## config.mk

```make
export PLATFORM = sky130hd
export DESIGN_NAME = five_band_biquad_equalizer_top
export DESIGN_NICKNAME = d
export VERILOG_FILES = /design/src/sv/fbeq_pkg.sv /design/src/sv/five_band_biquad_equalizer_top.sv /design/src/sv/fbeq_mac.sv /design/src/sv/fbeq_seq.sv
export SDC_FILE = /design/constraint.sdc
export NUM_CORES = 2
export LEC_CHECK = 0
export BUFFER_PORTS_ARGS = -buffer_cell sky130_fd_sc_hd__buf_2
export CORE_AREA = 2 2 434 436
export DETAILED_ROUTE_END_ITERATION = 12
export DIE_AREA = 0 0 436 438
export GPL_TIMING_DRIVEN = 0
export MAX_ROUTING_LAYER = met4
export PLACE_DENSITY_LB_ADDON = 0.1
export SYNTH_ARGS = -nofsm -noshare
export SYNTH_HDL_FRONTEND = slang
export SYNTH_HIERARCHICAL = 1
export SYNTH_SLANG_ARGS = --single-unit
export TNS_END_PERCENT = 50
```

## constraint.sdc

```tcl
create_clock -name clock -period 10.4 [get_ports clock]
set_input_delay 0.52 -clock clock [delete_from_list [all_inputs] [get_ports clock]]
set_output_delay 0.52 -clock clock [all_outputs]
set_load 0.01 [all_outputs]
```

## src/sv/fbeq_pkg.sv

```systemverilog
// Shared types, constants and the per-step decode of the five-band equalizer.
// Used by fbeq_mac, fbeq_seq and five_band_biquad_equalizer_top.
package fbeq_pkg;

   localparam int DATA_W     = 32;
   localparam int NUM_BANDS  = 5;
   localparam int BAND_W     = 3;
   localparam int COEF_DEPTH = 25;
   localparam int COEF_IDX_W = 5;
   localparam int CSR_IDX_W  = 3;
   localparam int NUM_STEPS  = 27;
   localparam int STEP_W     = 5;

   localparam logic [STEP_W-1:0] LAST_STEP  = STEP_W'(NUM_STEPS - 1);
   localparam logic [DATA_W-1:0] GAIN_RESET = 32'h0001_0000;
   localparam logic              KIND_SAMPLE = 1'b0;
   localparam logic              KIND_COEF   = 1'b1;

   // multiplicand A source
   typedef enum logic [1:0] {
      ASEL_COEF,
      ASEL_UNIT,
      ASEL_GAIN
   } asel_type;

   // multiplicand B source; BSEL_Y1 is also the fresh band output for gain steps
   typedef enum logic [2:0] {
      BSEL_X0,
      BSEL_X1,
      BSEL_X2,
      BSEL_Y1,
      BSEL_Y2
   } bsel_type;

   typedef enum logic [1:0] {
      ST_IDLE,
      ST_RUN,
      ST_DRAIN,
      ST_DONE
   } state_type;

   typedef struct packed {
      asel_type              a_sel;
      bsel_type              b_sel;
      logic [BAND_W-1:0]     band;
      logic [COEF_IDX_W-1:0] coef_idx;
      logic                  neg;       // subtract the product
      logic                  first;     // product starts a fresh sum
      logic                  band_end;  // sum is the band output
   } step_type;

   typedef struct packed {
      logic     idle;
      logic     issue;
      logic     finish;
      step_type op;
   } seq_ctl_type;

   typedef struct packed {
      logic              valid;
      logic [BAND_W-1:0] band;
      logic [DATA_W-1:0] data;
   } band_wr_type;

   function automatic step_type make_step(asel_type a, bsel_type b, int band, int idx,
                                          logic neg, logic first, logic band_end);
      step_type s;
      s.a_sel    = a;
      s.b_sel    = b;
      s.band     = BAND_W'(band);
      s.coef_idx = COEF_IDX_W'(idx);
      s.neg      = neg;
      s.first    = first;
      s.band_end = band_end;
      return s;
   endfunction

   // Product schedule: all band terms first, then the five gain products.
   function automatic step_type step_decode(logic [STEP_W-1:0] step);
      step_type s;
      unique case (step)
         // low band: b0 x0 + b1 x1 + b2 x2 - a1 y1 - a2 y2
         5'd0:  s = make_step(ASEL_COEF, BSEL_X0, 0, 0,  1'b0, 1'b1, 1'b0);
         5'd1:  s = make_step(ASEL_COEF, BSEL_X1, 0, 1,  1'b0, 1'b0, 1'b0);
         5'd2:  s = make_step(ASEL_COEF, BSEL_X2, 0, 2,  1'b0, 1'b0, 1'b0);
         5'd3:  s = make_step(ASEL_COEF, BSEL_Y1, 0, 3,  1'b1, 1'b0, 1'b0);
         5'd4:  s = make_step(ASEL_COEF, BSEL_Y2, 0, 4,  1'b1, 1'b0, 1'b1);
         // mid bands: no b1 term
         5'd5:  s = make_step(ASEL_COEF, BSEL_X0, 1, 5,  1'b0, 1'b1, 1'b0);
         5'd6:  s = make_step(ASEL_COEF, BSEL_X2, 1, 7,  1'b0, 1'b0, 1'b0);
         5'd7:  s = make_step(ASEL_COEF, BSEL_Y1, 1, 8,  1'b1, 1'b0, 1'b0);
         5'd8:  s = make_step(ASEL_COEF, BSEL_Y2, 1, 9,  1'b1, 1'b0, 1'b1);
         5'd9:  s = make_step(ASEL_COEF, BSEL_X0, 2, 10, 1'b0, 1'b1, 1'b0);
         5'd10: s = make_step(ASEL_COEF, BSEL_X2, 2, 12, 1'b0, 1'b0, 1'b0);
         5'd11: s = make_step(ASEL_COEF, BSEL_Y1, 2, 13, 1'b1, 1'b0, 1'b0);
         5'd12: s = make_step(ASEL_COEF, BSEL_Y2, 2, 14, 1'b1, 1'b0, 1'b1);
         5'd13: s = make_step(ASEL_COEF, BSEL_X0, 3, 15, 1'b0, 1'b1, 1'b0);
         5'd14: s = make_step(ASEL_COEF, BSEL_X2, 3, 17, 1'b0, 1'b0, 1'b0);
         5'd15: s = make_step(ASEL_COEF, BSEL_Y1, 3, 18, 1'b1, 1'b0, 1'b0);
         5'd16: s = make_step(ASEL_COEF, BSEL_Y2, 3, 19, 1'b1, 1'b0, 1'b1);
         // high band: unit b0, b2, a1
         5'd17: s = make_step(ASEL_UNIT, BSEL_X0, 4, 0,  1'b0, 1'b1, 1'b0);
         5'd18: s = make_step(ASEL_COEF, BSEL_X1, 4, 21, 1'b0, 1'b0, 1'b0);
         5'd19: s = make_step(ASEL_UNIT, BSEL_X2, 4, 0,  1'b0, 1'b0, 1'b0);
         5'd20: s = make_step(ASEL_UNIT, BSEL_Y1, 4, 0,  1'b1, 1'b0, 1'b0);
         5'd21: s = make_step(ASEL_COEF, BSEL_Y2, 4, 24, 1'b1, 1'b0, 1'b1);
         // gain mix
         5'd22: s = make_step(ASEL_GAIN, BSEL_Y1, 0, 0,  1'b0, 1'b1, 1'b0);
         5'd23: s = make_step(ASEL_GAIN, BSEL_Y1, 1, 0,  1'b0, 1'b0, 1'b0);
         5'd24: s = make_step(ASEL_GAIN, BSEL_Y1, 2, 0,  1'b0, 1'b0, 1'b0);
         5'd25: s = make_step(ASEL_GAIN, BSEL_Y1, 3, 0,  1'b0, 1'b0, 1'b0);
         5'd26: s = make_step(ASEL_GAIN, BSEL_Y1, 4, 0,  1'b0, 1'b0, 1'b0);
         default: s = make_step(ASEL_COEF, BSEL_X0, 0, 0, 1'b0, 1'b0, 1'b0);
      endcase
      return s;
   endfunction

endpackage

```

## src/sv/five_band_biquad_equalizer_top.sv

```systemverilog
// Five-band biquad equalizer, one shared 32x32 multiplier under a step sequencer.
// Sample beat: 27 products (22 band terms, 5 gains) one per cycle; the result is
// registered when the last sum leaves the MAC and the response register is free,
// and the next sample is taken after that hand-over. Coefficient beat: no result.
// Sync active-high reset: gains 1.0; coef table, sample and band history cleared.
module five_band_biquad_equalizer_top import fbeq_pkg::*; #(
   parameter int FRAC_BITS = 16
) (
   input  logic                        clock,
   input  logic                        reset,
   // request channel
   input  logic                        req_valid,
   output logic                        req_stall,
   input  logic                        req_kind,
   input  logic signed [DATA_W-1:0]    req_sample_in,
   input  logic [COEF_IDX_W-1:0]       req_coef_index,
   input  logic signed [DATA_W-1:0]    req_coef_value,
   // response channel
   output logic                        rsp_valid,
   input  logic                        rsp_stall,
   output logic signed [DATA_W-1:0]    rsp_mixed_out,
   // gain registers
   input  logic                        csr_write_en,
   input  logic [CSR_IDX_W-1:0]        csr_index,
   input  logic [DATA_W-1:0]           csr_wdata
);

   // unity multiplicand for the high band's fixed taps: (x << F) >> F == x
   localparam logic [DATA_W-1:0] UNIT = DATA_W'(1) << FRAC_BITS;

   seq_ctl_type       ctl;
   band_wr_type       band_wr;
   logic [DATA_W-1:0] acc;

   logic req_accept;
   logic start;
   logic coef_wr;
   logic out_free;

   // architectural state
   logic [DATA_W-1:0] gain_ff  [NUM_BANDS];
   logic [DATA_W-1:0] coef_ff  [COEF_DEPTH];
   logic [DATA_W-1:0] y1_ff    [NUM_BANDS];   // band output one back
   logic [DATA_W-1:0] y2_ff    [NUM_BANDS];   // band output two back
   logic [DATA_W-1:0] x0_ff;                  // sample being worked on
   logic [DATA_W-1:0] x1_ff;
   logic [DATA_W-1:0] x2_ff;

   logic [DATA_W-1:0] rsp_data_ff;
   logic              rsp_valid_ff;

   logic [DATA_W-1:0] a_mux;
   logic [DATA_W-1:0] b_mux;

   // The block takes a beat only between samples; the response register sits
   // between the two sides, so a pending result does not hold off a new beat.
   assign req_stall  = !ctl.idle;
   assign req_accept = req_valid && !req_stall;
   assign start      = req_accept && (req_kind == KIND_SAMPLE);
   assign coef_wr    = req_accept && (req_kind == KIND_COEF) &&
                       (req_coef_index < COEF_IDX_W'(COEF_DEPTH));
   assign out_free   = !rsp_valid_ff || !rsp_stall;

   fbeq_seq u_seq (
      .clock    (clock),
      .reset    (reset),
      .start    (start),
      .out_free (out_free),
      .ctl      (ctl)
   );

   // Operand select for the step being issued. Gain steps read y1, which by
   // then already holds the band's new output.
   always_comb begin
      unique case (ctl.op.a_sel)
         ASEL_COEF: a_mux = coef_ff[ctl.op.coef_idx];
         ASEL_UNIT: a_mux = UNIT;
         ASEL_GAIN: a_mux = gain_ff[ctl.op.band];
         default:   a_mux = '0;
      endcase
      unique case (ctl.op.b_sel)
         BSEL_X0: b_mux = x0_ff;
         BSEL_X1: b_mux = x1_ff;
         BSEL_X2: b_mux = x2_ff;
         BSEL_Y1: b_mux = y1_ff[ctl.op.band];
         BSEL_Y2: b_mux = y2_ff[ctl.op.band];
         default: b_mux = '0;
      endcase
   end

   fbeq_mac #(
      .FRAC_BITS (FRAC_BITS)
   ) u_mac (
      .clock   (clock),
      .reset   (reset),
      .issue   (ctl.issue),
      .op      (ctl.op),
      .a_op    ($signed(a_mux)),
      .b_op    ($signed(b_mux)),
      .acc     (acc),
      .band_wr (band_wr)
   );

   // gain registers; unknown indexes are dropped
   always_ff @(posedge clock) begin
      if (reset) begin
         for (int i = 0; i < NUM_BANDS; i++) begin
            gain_ff[i] <= GAIN_RESET;
         end
      end else if (csr_write_en && (csr_index < CSR_IDX_W'(NUM_BANDS))) begin
         gain_ff[csr_index[BAND_W-1:0]] <= csr_wdata;
      end
   end

   // coefficient table
   always_ff @(posedge clock) begin
      if (reset) begin
         for (int i = 0; i < COEF_DEPTH; i++) begin
            coef_ff[i] <= '0;
         end
      end else if (coef_wr) begin
         coef_ff[req_coef_index] <= req_coef_value;
      end
   end

   // Band history shifts as soon as a band's sum completes; its own taps
   // were all issued before that point.
   always_ff @(posedge clock) begin
      if (reset) begin
         for (int i = 0; i < NUM_BANDS; i++) begin
            y1_ff[i] <= '0;
            y2_ff[i] <= '0;
         end
      end else if (band_wr.valid) begin
         y1_ff[band_wr.band] <= band_wr.data;
         y2_ff[band_wr.band] <= y1_ff[band_wr.band];
      end
   end

   // input history shifts when the result is handed to the output register
   always_ff @(posedge clock) begin
      if (reset) begin
         x1_ff <= '0;
         x2_ff <= '0;
      end else if (ctl.finish) begin
         x1_ff <= x0_ff;
         x2_ff <= x1_ff;
      end
   end

   always_ff @(posedge clock) begin
      if (start) begin
         x0_ff <= req_sample_in;
      end
   end

   // response register
   always_ff @(posedge clock) begin
      if (reset) begin
         rsp_valid_ff <= 1'b0;
      end else if (ctl.finish) begin
         rsp_valid_ff <= 1'b1;
      end else if (!rsp_stall) begin
         rsp_valid_ff <= 1'b0;
      end
   end

   always_ff @(posedge clock) begin
      if (ctl.finish) begin
         rsp_data_ff <= acc;
      end
   end

   assign rsp_valid     = rsp_valid_ff;
   assign rsp_mixed_out = $signed(rsp_data_ff);

endmodule

```

## src/sv/fbeq_mac.sv

```systemverilog
// Shared multiply-accumulate unit: registered 32x32 product, then shift and wrap-add.
// Depends on fbeq_pkg.
module fbeq_mac import fbeq_pkg::*; #(
   parameter int FRAC_BITS = 16
) (
   input  logic                     clock,
   input  logic                     reset,
   input  logic                     issue,
   input  step_type                 op,
   input  logic signed [DATA_W-1:0] a_op,
   input  logic signed [DATA_W-1:0] b_op,
   output logic        [DATA_W-1:0] acc,
   output band_wr_type              band_wr
);

   logic signed [2*DATA_W-1:0] prod_ff, prod_in;
   logic                       valid_ff;
   step_type                   op_ff;
   logic [DATA_W-1:0]          acc_ff, acc_in;
   logic [DATA_W-1:0]          term;
   logic [DATA_W-1:0]          base;

   assign prod_in = a_op * b_op;

   always_ff @(posedge clock) begin
      if (reset) begin
         valid_ff <= 1'b0;
      end else begin
         valid_ff <= issue;
      end
   end

   always_ff @(posedge clock) begin
      if (issue) begin
         prod_ff <= prod_in;
         op_ff   <= op;
      end
   end

   // floor shift, keep low word
   assign term   = prod_ff[FRAC_BITS +: DATA_W];
   assign base   = op_ff.first ? '0 : acc_ff;
   assign acc_in = op_ff.neg ? base - term : base + term;

   always_ff @(posedge clock) begin
      if (valid_ff) begin
         acc_ff <= acc_in;
      end
   end

   assign acc           = acc_ff;
   assign band_wr.valid = valid_ff && op_ff.band_end;
   assign band_wr.band  = op_ff.band;
   assign band_wr.data  = acc_in;

endmodule

```

## src/sv/fbeq_seq.sv

```systemverilog
// Step sequencer of the equalizer: walks the product schedule once per sample.
// Depends on fbeq_pkg.
module fbeq_seq import fbeq_pkg::*; (
   input  logic        clock,
   input  logic        reset,
   input  logic        start,
   input  logic        out_free,
   output seq_ctl_type ctl
);

   state_type         state_ff, state_in;
   logic [STEP_W-1:0] step_ff, step_in;

   always_ff @(posedge clock) begin
      if (reset) begin
         state_ff <= ST_IDLE;
         step_ff  <= '0;
      end else begin
         state_ff <= state_in;
         step_ff  <= step_in;
      end
   end

   always_comb begin
      state_in   = state_ff;
      step_in    = step_ff;
      ctl.idle   = 1'b0;
      ctl.issue  = 1'b0;
      ctl.finish = 1'b0;
      ctl.op     = step_decode(step_ff);
      unique case (state_ff)
         ST_IDLE: begin
            ctl.idle = 1'b1;
            step_in  = '0;
            if (start) begin
               state_in = ST_RUN;
            end
         end
         ST_RUN: begin
            ctl.issue = 1'b1;
            if (step_ff == LAST_STEP) begin
               state_in = ST_DRAIN;
            end else begin
               step_in = step_ff + 1'b1;
            end
         end
         ST_DRAIN: begin
            state_in = ST_DONE;
         end
         ST_DONE: begin
            if (out_free) begin
               ctl.finish = 1'b1;
               state_in   = ST_IDLE;
            end
         end
         default: begin
            state_in = ST_IDLE;
         end
      endcase
   end

endmodule
```

==> run summary <==
Status: finished, final reports clean
Setup CP Type: flip-flop to flip-flop
Final hold violation count: 0
Critical path fanouts, max: 10
R2r setup slk: 0.4 ps
Clock-pin transition on the worst setup and hold timing paths: 60 ps
Register area share after synthesis: 0.5029
Avg WL per Cell: 31.31 um
CP endpoint kind: flip-flop
Worst Path Arrival: 11,040 ps
Core Box Area: 186,600 sq um
Vias: 78,074
Fraction of registers with async set/reset: 0
GRT Overall Usage: 0.4222
Leading area contributor after synthesis: edfxtp_1
Antenna violations before repair: 24
FP Rows: 159
CTS root buffer: clkbuf_16
Synthesized cell area: 118,500 sq um
H-tree depth: 4
CP startpoint kind: flip-flop
P&R area growth vs syn: 12.16%
Via count of the first global-routing pass: 79,390
Setup violators final: 0
TritonCTS clock tree: yes
RSZ-0062 raised after global routing: true
GRT overflow: 0
Post-DRT Antenna Nets: 0
DIE HEIGHT: 438 um
Worst setup endpoint: u_mac/prod_ff[46]$_DFFE_PP_
Slew Viols, Final: 0
DP Wirelength: 284,100 um
Reg-to-reg startpoint: u_seq/ctl[5]$_DFF_P_
DRT Pass-1 Iters: 10
Post-layout instance area: 132,900 sq um
Critical R2R Capture: u_mac/prod_ff[46]$_DFFE_PP_
Num ports: 144
DP Area: 124,200 sq um
Initial Util: 0.6350
Start point of the critical path: u_seq/ctl[5]$_DFF_P_
Relative slew slack: 0.03276
#FFs+latches synth: 2,014
Filler cell count: 13,058
Yosys top cell area share: 0.4881
DRC Markers: 0
Largest net degree at the start of global routing: 42
Register area: 59,600 sq um
Starting DRT DRC Count: 10,498
Critical Path Max Stage Delay: 690 ps
Clock Skews: 53.97 ps
Hold slack: 35.15 ps
Slowest CP cell: fa_1
Final Cycle Share: 1.000
First-pass GRT wire length: 550,700 um
Post-route setup TNS: 0 ps
Post-Syn Instances: 8,878
Die ar.: 191,000 sq um
Most frequent cells in the layout: edfxtp_1, and2_1, inv_1, fa_1, nand2_1
Final Wtd Congestion: 1.084
Minimum clock period: 10,400 ps
Routed WL: 387,300 um
Fmax: 96.16 MHz
Clock sink total: 2,014
Clock tree buffer depth: 3
Area of the multi-input gates: 54,850 sq um
Synth unique cells: 89
Ys flop type: edfxtp_1
Vias per cell: 6.311
Yosys Warn Count: 6
Average cell area after synthesis: 13.35 sq um
Layout cells sized above 1: 0.1391
CP most frequent cell: fa_1
Data required time at the worst endpoint: 11,040 ps
Slew @ Worst Pin: 1441 ps
Nets: 10,824
Most common cell after layout, fill and taps aside: edfxtp_1
Largest cells by area after synthesis: edfxtp_1, fa_1, and2_1
Reg2reg path depth: 31
Hold Path Class: primary input to flip-flop
Max-cap viol count: 0
PortBufs: 143
Worst-skew pair later-pin latency: 910 ps
Die width: 436 um
Core Util, Final: 0.7123
CTS Buf Count: 205
Number of synthesized flops with an enable pin: 1,926
==> state kept, by name, summed over array words and instances, names as in the netlist, 5 cells and up <==
signal,cells
coef_ff,1024
gain_ff,256
rsp_mixed_out,32
u_mac/acc,32
u_mac/prod_ff,32
u_seq/ctl,15
u_seq/step_ff,5
x0_ff,32
x1_ff,32
x2_ff,32
y1_ff,256
y2_ff,256
==> worst min path at each step <==
stage	slack, ps	start	cells past startpoint	endpoint
5_1_grt	30	req_coef_value[27]	1	coef_ff[26][27]$_DFFE_PP_
2_1_floorplan	390	u_seq/ctl[1]$_DFF_P_	0	u_mac/op_ff[1]$_DFFE_PP_
6_report	40	req_coef_value[27]	1	coef_ff[27][27]$_DFFE_PP_
3_3_place_gp	390	u_seq/ctl[1]$_DFF_P_	0	u_mac/op_ff[1]$_DFFE_PP_
3_5_place_dp	390	u_seq/ctl[2]$_DFF_P_	0	u_mac/op_ff[2]$_DFFE_PP_
4_1_cts	0.9	req_coef_value[27]	1	coef_ff[27][27]$_DFFE_PP_
==> critical path: cells and delay by family, from the launching register on <==
| kind | cells | cell delay [ps] |
|---|---|---|
| AO/OA/AOI/OAI | 7 | 1850 |
| XOR/XNOR | 1 | 230 |
| adder cells (fa/ha/maj) | 9 | 4680 |
| buffers and inverters | 7 | 1480 |
| flip-flops | 1 | 540 |
| AND/OR/NAND/NOR | 7 | 1320 |
==> cell families (layout without fill, tap and decap cells) <==
| family | count (synthesis) | count (layout) | synth area share |
|---|---|---|---|
| and+or+nand+nor | 2725 | 2725 | 0.1249 |
| muxes | 773 | 773 | 0.1071 |
| xor gates and xnor gates | 130 | 130 | 0.009608 |
| buffers and inverters | 1486 | 2131 | 0.04950 |
| DFF | 2014 | 2014 | 0.5029 |
| other | 1 | 355 | 0.00003165 |
| adders and majority gates | 1051 | 1051 | 0.1641 |
| AOI/OAI and AO/OA | 698 | 698 | 0.04181 |
==> per-stage QoR <==
step | setup slack (ps) | cells
after floorplan | 1927 | 9197
after global placement | -2565 | 11835
after detailed placement | -1792 | 11870
after CTS | 1.370 | 12333
after global routing | -22.84 | 12358
final | 0.4254 | 12372
==> cells in the mapped netlist (35+ instances only) <==
cell type / count
edfxtp_1: 1926
nand2_1: 531
buf_2: 89
nand2b_1: 45
ha_1: 212
a211oi_1: 66
o21ai_0: 92
inv_1: 862
a211o_1: 35
nor2b_1: 68
xnor2_1: 105
mux4_2: 393
a21oi_1: 140
mux2i_1: 352
fa_1: 839
and2_1: 1445
nor2_1: 369
a22oi_1: 56
dfxtp_1: 88
o22ai_1: 38
clkbuf_1: 484
and3_1: 137
a22o_1: 53
==> cell type report <==
cell class,instances,area share
Clock inverter,124,0.01031
Sequential cell,2014,0.4484
Buffer,615,0.02377
Inverter,866,0.02448
Tap cell,2495,0.02349
Timing Repair Buffer,264,0.01572
Clock buffer,262,0.04051
Antenna cell,35,0.0006590
Multi-Input combinational cell,5697,0.4127
==> per-layer routing <==
metal  GRT usage  share of wire
met1      0.5018           0.34
met2      0.6409           0.47
met3      0.1022           0.10
met4      0.2926          0.087
met5           -              0
==> timing repair <==
item,4_1_cts,5_1_grt
resized for setup,260,273
pin swaps,1,6
hold endpoints to repair,302,0
gates cloned,0,0
hold buffers,75,0
setup buffers,4,6
endpoints found under the setup margin,32,18
Power is not shown: default switching activity piles up to over one toggle a cycle in this logic, so the estimate is an artifact.
